--- src/rtl/srpq_pkg.sv ---
// Package for the sorted ring priority queue: sizes, codes, payload and link types.
package srpq_pkg;

    localparam int MAX_DEPTH = 64;
    localparam int KEY_WIDTH = 32;

    localparam int NUM_CELLS   = MAX_DEPTH - 1;
    localparam int CNT_W       = $clog2(MAX_DEPTH);
    localparam int CAP_W       = 7;
    localparam int CNT_OUT_W   = 6;

    typedef enum logic [1:0] {
        ACT_INSERT = 2'd0,
        ACT_DELETE = 2'd1,
        ACT_PEEK   = 2'd2,
        ACT_PEEK_ALT = 2'd3
    } action_t;

    typedef enum logic [1:0] {
        ST_OK    = 2'd0,
        ST_FULL  = 2'd1,
        ST_EMPTY = 2'd2,
        ST_ZERO  = 2'd3
    } status_t;

    typedef struct packed {
        action_t                     action;
        logic signed [KEY_WIDTH-1:0] value;
    } in_item_t;

    typedef struct packed {
        status_t                     status;
        logic signed [KEY_WIDTH-1:0] head_value;
        logic [CNT_OUT_W-1:0]        element_count;
    } out_item_t;

    // Broadcast to every cell in the chain.
    typedef struct packed {
        logic                        ins;
        logic                        rem;
        logic                        clr;
        logic signed [KEY_WIDTH-1:0] key;
    } cell_ctrl_t;

    // What a cell shows its neighbours.
    typedef struct packed {
        logic                        valid;
        logic                        gt;
        logic signed [KEY_WIDTH-1:0] key;
    } cell_link_t;

endpackage

--- src/rtl/srpq_cell.sv ---
// One cell of the sorted chain: holds one key and shifts with its neighbours.
module srpq_cell
    import srpq_pkg::*;
(
    input  logic       clk,
    input  logic       rst_n,
    input  cell_ctrl_t ctrl,
    input  cell_link_t prev,
    input  cell_link_t next,
    output cell_link_t link
);

    logic                        valid_reg;
    logic                        valid_next;
    logic signed [KEY_WIDTH-1:0] key_reg;
    logic signed [KEY_WIDTH-1:0] key_next;
    logic                        gt;

    // Strictly greater keys move aside, so equal keys keep arrival order.
    assign gt = valid_reg && ($signed(key_reg) > $signed(ctrl.key));

    always_comb
    begin
        valid_next = valid_reg;
        key_next   = key_reg;
        if (ctrl.clr)
        begin
            valid_next = 1'b0;
        end
        else if (ctrl.rem)
        begin
            valid_next = next.valid;
            key_next   = next.key;
        end
        else if (ctrl.ins)
        begin
            if (prev.gt)
            begin
                valid_next = prev.valid;
                key_next   = prev.key;
            end
            else if (prev.valid && (!valid_reg || gt))
            begin
                valid_next = 1'b1;
                key_next   = ctrl.key;
            end
        end
    end

    always_ff @(posedge clk or negedge rst_n)
    begin
        if (!rst_n)
        begin
            valid_reg <= 1'b0;
        end
        else
        begin
            valid_reg <= valid_next;
        end
    end

    always_ff @(posedge clk)
    begin
        key_reg <= key_next;
    end

    assign link.valid = valid_reg;
    assign link.gt    = gt;
    assign link.key   = key_reg;

endmodule

--- config.mk ---
export PLATFORM = sky130hd
export DESIGN_NAME = srpq_cell
export DESIGN_NICKNAME = d
export VERILOG_FILES = /design/src/rtl/srpq_pkg.sv /design/src/rtl/srpq_cell.sv
export SDC_FILE = /design/constraint.sdc
export NUM_CORES = 1
export LEC_CHECK = 0
export ABC_AREA = 1
export BUFFER_PORTS_ARGS = -buffer_cell sky130_fd_sc_hd__buf_2
export CELL_PAD_IN_SITES_DETAIL_PLACEMENT = 0
export CELL_PAD_IN_SITES_GLOBAL_PLACEMENT = 1
export CORE_ASPECT_RATIO = 1.1
export CORE_MARGIN = 3
export CORE_UTILIZATION = 28
export CTS_CLUSTER_SIZE = 30
export DETAILED_ROUTE_END_ITERATION = 8
export GPL_ROUTABILITY_DRIVEN = 1
export PLACE_DENSITY_LB_ADDON = 0.1
export SLEW_MARGIN = 20
export SYNTH_ARGS = -nofsm -noshare
export SYNTH_HDL_FRONTEND = slang
export SYNTH_SLANG_ARGS = --single-unit
--- constraint.sdc ---
create_clock -name clk -period 3 [get_ports clk]
set_input_delay 0.6 -clock clk [delete_from_list [all_inputs] [get_ports clk]]
set_output_delay 0.6 -clock clk [all_outputs]
set_load 0.03 [all_outputs]
==> Implementation_results.wiki, run 1 <==
{| class="wikitable"
! Metric !! Value
|-
| Half-perimeter wire length of the detailed placement result || 6.11 mm
|-
| Switch share || 33.0%
|-
| Core Region || 8920 sq um
|-
| Maximum vdd drop || 0.168 mV
|-
| Vertical die dimension || 107 microns
|-
| Clock net sink count || 33
|-
| Via density per instance || 4.44
|-
| Number of synthesized register bits || 33
|-
| Top library cells by usage in the layout, fill and taps aside || sky130_fd_sc_hd__buf_2, sky130_fd_sc_hd__a21oi_1, sky130_fd_sc_hd__nand2_1
|-
| Setup Slack @ Placement || 0.174 ns
|-
| Total setup violations reported at the end of the flow || 0
|-
| Number of top-level pins || 139
|-
| Die width || 97.7 microns
|-
| Final TNS setup || 0 ns
|-
| Initial antenna violation count || 0
|-
| Crit path launch type || input pin
|-
| Ant diodes || 0
|-
| Hold_buf cts || 0
|-
| Initial Util || 29.1%
|-
| Power Dens Cells || 372 nW/um^2
|-
| Combinational share of power || 31.8%
|-
| Sequential-to-total area share from yosys stat || 38.0%
|-
| Aggregate global routing overflow || 0
|-
| CTS clk-pin slew, worst paths || 0.07 ns
|-
| Most common library cell in the layout ignoring fill and taps || sky130_fd_sc_hd__buf_2
|-
| Clock power share || 25.0%
|-
| Wire length of the first global-routing pass || 12.3 mm
|-
| Buffers from clock root to sink, at most || 2
|-
| Master of the slowest instance on the critical path || sky130_fd_sc_hd__ha_1
|-
| CTS H-Tree Depth || 2
|-
| DRT antenna net count || 0
|-
| Data arrival time at the worst-slack endpoint || 2.15 ns
|-
| Cell internal power dissipation || 0.878 mW
|-
| CP Capture Type || output port
|-
| Buffer cell driving the clock tree root || sky130_fd_sc_hd__clkbuf_8
|-
| Total nets after synthesis || 477
|-
| Final critical path time including I/O delays and setup || 2.75 ns
|-
| Mapped Avg Cell Area || 7.62 sq um
|-
| Number of global-route vias before repair || 2540
|-
| Static leakage || 1.82 nW
|-
| Area Overhead vs Synth || 35.7%
|-
| Crit-path max FO || 4
|-
| Max FFs per register || 32
|-
| Later-pin clock latency in the skew report || 0.28 ns
|-
| Final core utilization || 39.4%
|-
| Top Family by Delay on Critical Path || simple AND/OR/NAND/NOR gates
|-
| Net switching power of the design || 0.432 mW
|-
| Number of violations of the max-capacitance limit || 0
|-
| Num CTS Buffers || 5
|-
| Die area || 10500 sq um
|-
| Crit share post-route || 91.5%
|-
| Final worst-path setup slack || 0.255 ns
|-
| Worst-path cell chain || buf_2, inv_1, ha_1, nand2_2, nor2_2, nand2_2, nor4_4, nand2_1, nand3_1, nand3_2, nor2_1, buf_2
|-
| Starting DRC count in detailed routing || 58
|-
| Routed vias || 2619
|-
| Worst max-slew margin expressed relative to the limit || 73.1%
|-
| Routed WL per cell || 13.2 microns
|-
| Post-Syn Instances || 340
|-
| Initial DRT Pass Iterations || 4
|-
| F_max || 364 MHz
|-
| Largest net degree at the start of global routing || 34
|-
| Ratio of cells with drive above 1 in the final layout || 33.2%
|-
| Max-slew violation total from the final report || 0
|-
| Data required time of the critical path || 2.40 ns
|-
| Synth Warn # || 0
|-
| Count of buffer and inverter cells on the critical path || 3
|-
| Transition time at the pin with the least slew margin || 0.403 ns
|-
| Total track usage || 14.8%
|-
| Unrepaired setup endpoints after global routing || false
|-
| Netlist Area Pre-Place || 2590 sq um
|-
| Total Nets Final || 612
|-
| Delay of the slowest critical-path stage || 0.34 ns
|-
| Area of the multi-input gates || 1380 sq um
|-
| CTS tree || yes
|-
| Number of setup buffers added after CTS || 0
|-
| HP Class || input pin to async pin
|-
| Kind of critical path || input pin to output port
|-
| Sequential cell area || 986 sq um
|-
| Run status || finished, final reports clean
|-
| Final hold viol count || 0
|-
| Number of rows in the core area || 36
|-
| Clock tree skew after final layout || 0.00483 ns
|-
| Fill count || 974
|-
| # port buffers || 137
|-
| Number of cells upsized or downsized after cts || 0
|-
| Final wirelength || 7.80 mm
|-
| Relative contribution of sequential cells to total power || 43.2%
|-
| Weighted congestion reported at the end of routability-driven placement || 0.709
|-
| Detailed-route DRC error count || 0
|-
| Synth unique cells || 22
|}
routing by layer:
metal  share of wire [%]  global-route usage [%]  vias up  wire, microns
met1                  43                    18.2     1138           3330
li1                    -                       -     1397              -
met2                  50                    26.1       78           3860
met4                0.95                    3.56        0             74
met3                 6.9                    3.71        6            535
met5                   0                       0        -              0
synth_stat cells, drive strengths merged:
cell,n,share of area [%]
a21o,1,0.29
a21oi,80,16
buf,3,0.77
clkbuf,13,1.9
clkinv,3,0.43
dfrtp,1,0.97
edfxtp,32,37
ha,32,15
inv,41,5.9
nand2,76,11
nand3,7,1.5
nand4,2,0.48
nor2,43,6.3
nor4,1,0.82
o21a,2,0.58
o21ai,3,0.58
layout make-up:
class                           instances  area share (%)
Sequential cell                        33            28.0
Inverter                               44            4.70
Tap cell                              114            4.06
Multi-Input combinational cell        247            39.2
Timing Repair Buffer                  144            21.7
Clock buffer                            8            2.28
cells by family after synthesis:
kind of cell	synth area share (%)
AND/OR/NAND/NOR	20.5
AO/OA/AOI/OAI	17.0
buffers and inverters	9.02
flip-flops	38.0
adder cells (fa/ha/maj)	15.4
path summary, 6_finish.rpt:
| path | start | slack (ns) | end | depth (start not counted) |
|---|---|---|---|---|
| max | ctrl[31] | 0.25 | link[32] | 12 |
| min | rst_n | 0.08 | valid_reg | 1 |
| max reg2reg | key_reg[31] | 0.49 | key_reg[18] | 14 |
| min reg2reg | valid_reg | 0.55 | valid_reg | 2 |
| max in group asynchronous | rst_n | 2.84 | valid_reg | 1 |
| min in group clk | valid_reg | 0.55 | valid_reg | 2 |
power by group through the flow:
stage / logic (mW) / clock network, mW / registers, mW
finish: 0.417 / 0.327 / 0.566
global route: 0.474 / 0.361 / 0.571
CTS: 0.425 / 0.349 / 0.566
detailed placement: 0.423 / 0 / 0.577
global placement: 0.423 / 0 / 0.575
floorplan: 0.198 / 0 / 0.635
worst reg2reg max path, delay by kind of cell, from the launching register on:
| family | cells | cell delay, ns |
|---|---|---|
| adder cells (fa/ha/maj) | 1 | 0.37 |
| flip-flops | 1 | 0.41 |
| AO/OA/AOI/OAI | 1 | 0.19 |
| AND/OR/NAND/NOR | 11 | 1.04 |
| buffers and inverters | 1 | 0.19 |
through the flow:
stage                     instance area [sq um]  power, mW  hold slack [ns]  cells
after global placement                     3440      0.998            0.375    582
after CTS                                  3520       1.34           0.0625    590
final                                      3520       1.31           0.0777    590
after detailed placement                   3440       1.00            0.376    582
after floorplan                            2600      0.833            0.304    340
after global routing                       3520       1.41           0.0583    590
Note: power is estimated with default switching activity, not from simulation.
==> run 2: changes to the inputs <==
--- a/config.mk
+++ b/config.mk
@@ -16,7 +16,7 @@
 export DETAILED_ROUTE_END_ITERATION = 8
 export GPL_ROUTABILITY_DRIVEN = 1
 export PLACE_DENSITY_LB_ADDON = 0.1
-export SLEW_MARGIN = 20
+export RECOVER_POWER = 25
 export SYNTH_ARGS = -nofsm -noshare
 export SYNTH_HDL_FRONTEND = slang
 export SYNTH_SLANG_ARGS = --single-unit
==> run 2 against run 1 <==
Against the previous run: global-route usage is the same; sequential power barely moved; first-iteration DRC count is 3.4% higher; critical path type unchanged; largest power group unchanged; highest routed layer unchanged.
==> Implementation_results.wiki, run 2 (synthesis gave the netlist of run 1 again) <==
{| class="wikitable"
! Metric !! Value
|-
| Combinational share of power || 31.5% (was 31.8%)
|-
| Die width || 97.7 microns (unchanged)
|-
| Detailed-route DRC error count || 0 (unchanged)
|-
| Routed WL per cell || 13.3 microns (was 13.2 microns)
|-
| Unrepaired setup endpoints after global routing || false (unchanged)
|-
| Final std cells w/o fill || 590 (unchanged)
|-
| Number of rows in the core area || 36 (unchanged)
|-
| F_max || 364 MHz (about the same)
|-
| Final wirelength || 7.82 mm (was 7.80 mm)
|-
| Static leakage || 1.76 nW (was 1.82 nW)
|-
| Top Usage Layer GRT || met2 (unchanged)
|-
| Worst reg-to-reg path cell count || 14 (unchanged)
|-
| Max-slew violation total from the final report || 0 (unchanged)
|-
| Final TNS setup || 0 ns (unchanged)
|-
| Largest net degree at the start of global routing || 34 (unchanged)
|-
| Initial Util || 29.1% (unchanged)
|-
| CTS clk-pin slew, worst paths || 0.07 ns (about the same)
|-
| Master of the slowest instance on the critical path || sky130_fd_sc_hd__ha_1 (unchanged)
|-
| DRT antenna net count || 0 (unchanged)
|-
| Worst max-slew margin expressed relative to the limit || 72.8% (was 73.1%)
|-
| Number of cells upsized or downsized after cts || 0 (unchanged)
|-
| Ant diodes || 0 (unchanged)
|-
| Half-perimeter wire length of the detailed placement result || 6.11 mm (unchanged)
|-
| Number of violations of the max-capacitance limit || 0 (unchanged)
|-
| Most common library cell in the layout ignoring fill and taps || sky130_fd_sc_hd__buf_2 (unchanged)
|-
| Met1 capacity usage during global routing || 18.2% (unchanged)
|-
| HP Class || input pin to async pin (unchanged)
|-
| Buffers from clock root to sink, at most || 2 (unchanged)
|-
| Cell internal power dissipation || 0.871 mW (was 0.878 mW)
|-
| CP Capture Type || output port (unchanged)
|-
| Kind of critical path || input pin to output port (unchanged)
|-
| Worst-path cell chain || buf_2, inv_1, ha_1, nand2_2, nor2_2, nand2_2, nor4_4, nand2_1, nand3_1, nand3_2, nor2_1, buf_2 (unchanged)
|-
| Delay of the slowest critical-path stage || 0.34 ns (about the same)
|-
| Crit path launch type || input pin (unchanged)
|-
| Num CTS Buffers || 5 (unchanged)
|-
| Switch share || 33.2% (was 33.0%)
|-
| Ratio of cells with drive above 1 in the final layout || 28.2% (was 33.2%)
|-
| Initial antenna violation count || 0 (unchanged)
|-
| Met2 GRT Util || 26.1% (unchanged)
|-
| Worst Setup SP || ctrl[31] (unchanged)
|-
| Clock net sink count || 33 (unchanged)
|-
| Total track usage || 14.8% (unchanged)
|-
| Vertical die dimension || 107 microns (unchanged)
|-
| Routed vias || 2616 (was 2619)
|-
| Area Overhead vs Synth || 34.5% (was 35.7%)
|-
| Via density per instance || 4.43 (was 4.44)
|-
| Clock tree skew after final layout || 0.00482 ns (was 0.00483 ns)
|-
| Final critical path time including I/O delays and setup || 2.75 ns (about the same)
|-
| Buffer cell driving the clock tree root || sky130_fd_sc_hd__clkbuf_8 (unchanged)
|-
| Core Region || 8920 sq um (unchanged)
|-
| Hold_buf cts || 0 (unchanged)
|-
| Run status || finished, final reports clean (unchanged)
|-
| Crit-path max FO || 4 (unchanged)
|-
| # port buffers || 137 (unchanged)
|-
| Number of top-level pins || 139 (unchanged)
|-
| Data required time of the critical path || 2.40 ns (about the same)
|-
| Starting DRC count in detailed routing || 60 (was 58)
|-
| Transition time at the pin with the least slew margin || 0.410 ns (was 0.403 ns)
|-
| Top library cells by usage in the layout, fill and taps aside || sky130_fd_sc_hd__buf_2, sky130_fd_sc_hd__a21oi_1, sky130_fd_sc_hd__nand2_1 (unchanged)
|-
| Fill count || 977 (was 974)
|-
| R2r startpoint || key_reg[31] (unchanged)
|-
| CTS H-Tree Depth || 2 (unchanged)
|-
| Weighted congestion reported at the end of routability-driven placement || 0.709 (unchanged)
|-
| Initial DRT Pass Iterations || 4 (unchanged)
|-
| Number of global-route vias before repair || 2540 (unchanged)
|-
| Capture point of the critical path || link[32] (unchanged)
|-
| Aggregate global routing overflow || 0 (unchanged)
|-
| Final hold viol count || 0 (unchanged)
|-
| Net switching power of the design || 0.432 mW (about the same)
|-
| Power Dens Cells || 374 nW/um^2 (was 372 nW/um^2)
|-
| Max FFs per register || 32 (unchanged)
|-
| Total setup violations reported at the end of the flow || 0 (unchanged)
|-
| Power consumption || 1.30 mW (was 1.31 mW)
|-
| Relative contribution of sequential cells to total power || 43.5% (was 43.2%)
|-
| Number of cells after detailed placement || 582 (unchanged)
|-
| CTS tree || yes (unchanged)
|-
| Die area || 10500 sq um (unchanged)
|-
| Destination of the worst register-to-register timing path || key_reg[18] (unchanged)
|-
| Data arrival time at the worst-slack endpoint || 2.15 ns (about the same)
|-
| M3 GR Usage || 3.71% (unchanged)
|-
| R2R Setup Slk || 0.49 ns (about the same)
|-
| Maximum vdd drop || 0.168 mV (about the same)
|-
| Later-pin clock latency in the skew report || 0.28 ns (about the same)
|-
| Crit share post-route || 91.5% (about the same)
|-
| Wire length of the first global-routing pass || 12.3 mm (unchanged)
|-
| Total Nets Final || 612 (unchanged)
|-
| Clock power share || 25.1% (was 25.0%)
|-
| Number of setup buffers added after CTS || 0 (unchanged)
|}
run 2: cell types whose count changed in the layout (fill, tap and decap cells not counted), sizes merged:
cell | previous run | this run
buf | 144 | 120
clkbuf | 8 | 32
run 2: final cells by class:
type / instances / area (sq um) / area share [%]
clock buffers: 8 / 80.1 / 2.30
inverters: 44 / 165 / 4.74
multi-input cells: 247 / 1380 / 39.6
flip-flops and latches: 33 / 986 / 28.3
well taps: 114 / 143 / 4.09
repair buffers: 144 / 733 / 21.0
run 2: worst min path at each step:
stage	end	cells after the start	startpoint
after global placement	valid_reg	1	rst_n
final	valid_reg	1	rst_n
after global routing	valid_reg	1	rst_n
after floorplan	valid_reg	0	rst_n
after detailed placement	valid_reg	1	rst_n
after CTS	valid_reg	1	rst_n
run 2: power groups by stage:
stage | Clock (mW) | Combinational [mW] | Sequential (mW)
floorplan | 0 | 0.198 | 0.635
global placement | 0 | 0.423 | 0.575
detailed placement | 0 | 0.423 | 0.577
CTS | 0.349 | 0.425 | 0.566
global route | 0.361 | 0.468 | 0.572
finish | 0.327 | 0.410 | 0.567
run 2: metal layers:
metal | vias up | share of wire (%)
li1 | 1396 | -
met1 | 1138 | 42
met2 | 76 | 50
met3 | 6 | 7.1
met4 | 0 | 0.95
met5 | - | 0
run 2: critical path: cells and delay by family:
family        cells  cell delay (ns)
fa+ha+maj         1             0.34
simple gates      8             0.87
buf+inv           3             0.33
run 2: per-stage QoR:
step / area (sq um) / hold WS [ns] / worst slack, ns / utilization [%]
after floorplan: 2600 / 0.304 / 0.178 / -
after global placement: 3440 / 0.375 / 0.198 / 38.5
after detailed placement: 3440 / 0.376 / 0.174 / 38.5
after CTS: 3520 / 0.0625 / 0.227 / 39.4
after global routing: 3490 / 0.0583 / 0.0962 / 39.1
final: 3490 / 0.0776 / 0.255 / 39.1
==> run 3: changes to the inputs <==
--- a/config.mk
+++ b/config.mk
@@ -5,18 +5,18 @@
 export SDC_FILE = /design/constraint.sdc
 export NUM_CORES = 1
 export LEC_CHECK = 0
-export ABC_AREA = 1
 export BUFFER_PORTS_ARGS = -buffer_cell sky130_fd_sc_hd__buf_2
 export CELL_PAD_IN_SITES_DETAIL_PLACEMENT = 0
 export CELL_PAD_IN_SITES_GLOBAL_PLACEMENT = 1
 export CORE_ASPECT_RATIO = 1.1
 export CORE_MARGIN = 3
-export CORE_UTILIZATION = 28
+export CORE_UTILIZATION = 29
 export CTS_CLUSTER_SIZE = 30
 export DETAILED_ROUTE_END_ITERATION = 8
 export GPL_ROUTABILITY_DRIVEN = 1
 export PLACE_DENSITY_LB_ADDON = 0.1
 export RECOVER_POWER = 25
+export SETUP_SLACK_MARGIN = 0.4
 export SYNTH_ARGS = -nofsm -noshare
 export SYNTH_HDL_FRONTEND = slang
 export SYNTH_SLANG_ARGS = --single-unit
==> run 3 against run 2 <==
Against the previous run: core utilization rose by 6.7 points; via count fell by 6.2%; total power rose by 10%; final cell count fell by 8.8%; first-iteration DRC count rose by 48%; worst setup slack got worse by 0.054 ns; clock power rose by 9.2%; non-clock buffer count rose by 14; register-to-register slack got worse by 0.15 ns; critical path type is now flop to output port; critical endpoint unchanged; highest routed layer unchanged.
==> Implementation_results.wiki, run 3 <==
{| class="wikitable"
! Metric !! Value
|-
| Top-count cell post-synth || sky130_fd_sc_hd__nand2_1 (was sky130_fd_sc_hd__a21oi_1)
|-
| Via density per instance || 4.56 (was 4.43)
|-
| Routed length on met2 || 3.90 mm (was 3.88 mm)
|-
| F_max || 357 MHz (was 364 MHz)
|-
| Top routing layer in use || met4 (unchanged)
|-
| CTS H-Tree Depth || 2 (unchanged)
|-
| Clock net sink count || 33 (unchanged)
|-
| Die width || 95.8 microns (was 97.7 microns)
|-
| Number of rows in the core area || 35 (was 36)
|-
| Max-slew violation total from the final report || 0 (unchanged)
|-
| Buffers from clock root to sink, at most || 2 (unchanged)
|-
| Post-Route Hold Slack || 0.0848 ns (was 0.0776 ns)
|-
| Number of top-level pins || 139 (unchanged)
|-
| Final critical path time including I/O delays and setup || 2.80 ns (was 2.75 ns)
|-
| Top library cells by usage in the layout, fill and taps aside || sky130_fd_sc_hd__buf_2, sky130_fd_sc_hd__nand2_1, sky130_fd_sc_hd__o21ai_0 (was sky130_fd_sc_hd__buf_2, sky130_fd_sc_hd__a21oi_1, sky130_fd_sc_hd__nand2_1)
|-
| Hold_buf cts || 0 (unchanged)
|-
| Core Region || 8500 sq um (was 8920 sq um)
|-
| R2R Setup Slk || 0.34 ns (was 0.49 ns)
|-
| Total track usage || 14.7% (was 14.8%)
|-
| Number of synthesized register bits || 33 (unchanged)
|-
| Top cells by instance count after synthesis || sky130_fd_sc_hd__nand2_1, sky130_fd_sc_hd__inv_1, sky130_fd_sc_hd__o21ai_0 (was sky130_fd_sc_hd__a21oi_1, sky130_fd_sc_hd__nand2_1, sky130_fd_sc_hd__nor2_1)
|-
| Number of global-route vias before repair || 2359 (was 2540)
|-
| Initial antenna violation count || 0 (unchanged)
|-
| Synth area leader || sky130_fd_sc_hd__edfxtp_1 (unchanged)
|-
| Wire length of the first global-routing pass || 11.4 mm (was 12.3 mm)
|-
| Ratio of cells with drive above 1 in the final layout || 40.3% (was 28.2%)
|-
| Met3 wire len || 477 microns (was 552 microns)
|-
| Area Overhead vs Synth || 51.4% (was 34.5%)
|-
| Final hold viol count || 0 (unchanged)
|-
| Length of routed wiring on met1 || 3.01 mm (was 3.32 mm)
|-
| Total Nets Final || 563 (was 612)
|-
| Initial DRT Pass Iterations || 4 (unchanged)
|-
| Most common library cell in the layout ignoring fill and taps || sky130_fd_sc_hd__buf_2 (unchanged)
|-
| Half-perimeter wire length of the detailed placement result || 5.70 mm (was 6.11 mm)
|-
| Total setup violations reported at the end of the flow || 0 (unchanged)
|-
| Final worst-path setup slack || 0.201 ns (was 0.255 ns)
|-
| Power Dens Cells || 368 nW/um^2 (was 374 nW/um^2)
|-
| Async set-or-reset flop fraction in the synthesized netlist || 3.03% (unchanged)
|-
| Weighted congestion reported at the end of routability-driven placement || 0.706 (was 0.709)
|-
| Kind of critical path || flop to output port (was input pin to output port)
|-
| Static leakage || 1.85 nW (was 1.76 nW)
|-
| Largest net degree at the start of global routing || 67 (was 34)
|-
| Sequential-to-total area share from yosys stat || 38.3% (was 38.0%)
|-
| Data required time of the critical path || 2.40 ns (about the same)
|-
| Transition time at the pin with the least slew margin || 0.598 ns (was 0.410 ns)
|-
| Die area || 10000 sq um (was 10500 sq um)
|-
| Starting DRC count in detailed routing || 89 (was 60)
|-
| Maximum vdd drop || 0.181 mV (was 0.168 mV)
|-
| Later-pin clock latency in the skew report || 0.28 ns (about the same)
|-
| Final std cells w/o fill || 538 (was 590)
|-
| HP Class || input pin to async pin (unchanged)
|-
| Final TNS setup || 0 ns (unchanged)
|-
| Final core utilization || 45.8% (was 39.1%)
|-
| Portion of synthesized cell area occupied by the leading cell type || 37.4% (was 37.1%)
|-
| Vertical die dimension || 105 microns (was 107 microns)
|-
| Crit path launch type || flop (was input pin)
|-
| Number of cells after detailed placement || 516 (was 582)
|-
| Synth Warn # || 0 (unchanged)
|-
| Ant diodes || 0 (unchanged)
|-
| Setup Slack @ Placement || 0.0535 ns (was 0.174 ns)
|-
| CP Capture Type || output port (unchanged)
|-
| Max FFs per register || 32 (unchanged)
|-
| Total nets after synthesis || 411 (was 477)
|-
| Detailed-route DRC error count || 0 (unchanged)
|-
| CTS tree || yes (unchanged)
|-
| Number of synthesized flops with an enable pin || 32 (unchanged)
|-
| Synth unique cells || 31 (was 22)
|-
| CTS clk-pin slew, worst paths || 0.07 ns (about the same)
|-
| Worst max-slew margin expressed relative to the limit || 59.9% (was 72.8%)
|-
| Clock tree skew after final layout || 0.00700 ns (was 0.00482 ns)
|-
| Aggregate global routing overflow || 0 (unchanged)
|-
| Main area contributors after synthesis || sky130_fd_sc_hd__edfxtp_1, sky130_fd_sc_hd__ha_1, sky130_fd_sc_hd__mux2i_1 (was sky130_fd_sc_hd__edfxtp_1, sky130_fd_sc_hd__ha_1, sky130_fd_sc_hd__a21oi_1)
|-
| Netlist Area Pre-Place || 2570 sq um (was 2590 sq um)
|-
| Run status || finished, final reports clean (unchanged)
|-
| Post-Syn Instances || 274 (was 340)
|-
| Routed WL per cell || 13.8 microns (was 13.3 microns)
|-
| # port buffers || 137 (unchanged)
|-
| Initial Util || 30.3% (was 29.1%)
|-
| Unrepaired setup endpoints after global routing || true (was false)
|-
| DRT antenna net count || 0 (unchanged)
|-
| Buffer cell driving the clock tree root || sky130_fd_sc_hd__clkbuf_8 (unchanged)
|-
| Top flip-flop cell by instance count after synthesis || sky130_fd_sc_hd__edfxtp_1 (unchanged)
|-
| Number of violations of the max-capacitance limit || 0 (unchanged)
|-
| Crit-path max FO || 6 (was 4)
|-
| Routed vias || 2455 (was 2616)
|-
| Final wirelength || 7.41 mm (was 7.82 mm)
|-
| Mapped Avg Cell Area || 9.38 sq um (was 7.62 sq um)
|-
| Crit share post-route || 93.3% (was 91.5%)
|-
| Num CTS Buffers || 5 (unchanged)
|-
| Data arrival time at the worst-slack endpoint || 2.20 ns (was 2.15 ns)
|}
-- run 3: cell count changes after synthesis, sizes merged, moves of 2 or more --
cell / previous run / this run
nor3: 0 / 2
o21ai: 3 / 37
inv: 41 / 37
a211oi: 0 / 2
clkinv: 3 / 0
clkbuf: 13 / 8
nand3: 7 / 5
o21a: 2 / 0
a21oi: 80 / 17
nand2: 76 / 40
buf: 3 / 5
mux2i: 0 / 32
nand4: 2 / 8
nor2: 43 / 3
-- run 3: worst paths after layout --
| check | startpoint | endpoint | depth (start not counted) |
|---|---|---|---|
| hold reg to reg | valid_reg | valid_reg | 4 |
| setup / recovery | key_reg[31] | link[32] | 8 |
| setup reg to reg | key_reg[31] | key_reg[6] | 12 |
| min in group clk | ctrl[32] | valid_reg | 2 |
| hold / removal | rst_n | valid_reg | 1 |
| max in group asynchronous | rst_n | valid_reg | 1 |
-- run 3: layer usage --
layer | up-vias | global-route usage [%]
met2 | 74 | 26.1
met1 | 1097 | 17.6
li1 | 1282 | -
met4 | 0 | 3.05
met3 | 2 | 3.60
met5 | - | 0
-- run 3: cell type report --
cell class,instances,area [sq um]
fillers,879,4600
multi-input cells,191,1600
inverters,37,139
well taps,111,139
clock buffers,8,90.1
repair buffers,158,938
flip-flops and latches,33,986
-- run 3: per-stage QoR --
| step | instance area [sq um] | power, mW |
|---|---|---|
| after floorplan | 2740 | 0.863 |
| after global placement | 3570 | 1.03 |
| after detailed placement | 3570 | 1.03 |
| after CTS | 3890 | 1.46 |
| after global routing | 3890 | 1.53 |
| final | 3890 | 1.43 |
-- run 3: logic make-up (layout without fill, tap and decap cells) --
kind of cell,Yosys count,after routing,synth area share [%]
AO/OA/AOI/OAI,65,65,14.2
AND/OR/NAND/NOR,62,62,11.7
buffers and inverters,50,203,7.74
flip-flops,33,33,38.3
adder cells (fa/ha/maj),32,32,15.6
multiplexers,32,32,12.5
-- run 3: worst max-delay path, cell delays in order (launching register included) --
cell	delay, ns
sky130_fd_sc_hd__edfxtp_1	0.44
sky130_fd_sc_hd__ha_4	0.32
sky130_fd_sc_hd__nand4_4	0.11
sky130_fd_sc_hd__nor2_1	0.06
sky130_fd_sc_hd__a221o_1	0.32
sky130_fd_sc_hd__a211oi_4	0.20
sky130_fd_sc_hd__o211ai_1	0.11
sky130_fd_sc_hd__a21oi_1	0.15
sky130_fd_sc_hd__buf_4	0.19
-- run 3: timing repair --
action	4_1_cts	5_1_grt
cloned	3	0
setup endpoints to repair	33	33
pin swaps	4	3
resized for setup	16	6
setup buffers	10	1
-- run 3: report_power, final --
group	leakage (nW)	total (mW)	switching (mW)	internal [mW]
clock	0.0455	0.357	0.170	0.187
combinational	1.48	0.500	0.269	0.231
sequential	0.320	0.576	0.0232	0.553
total	1.85	1.43	0.462	0.971
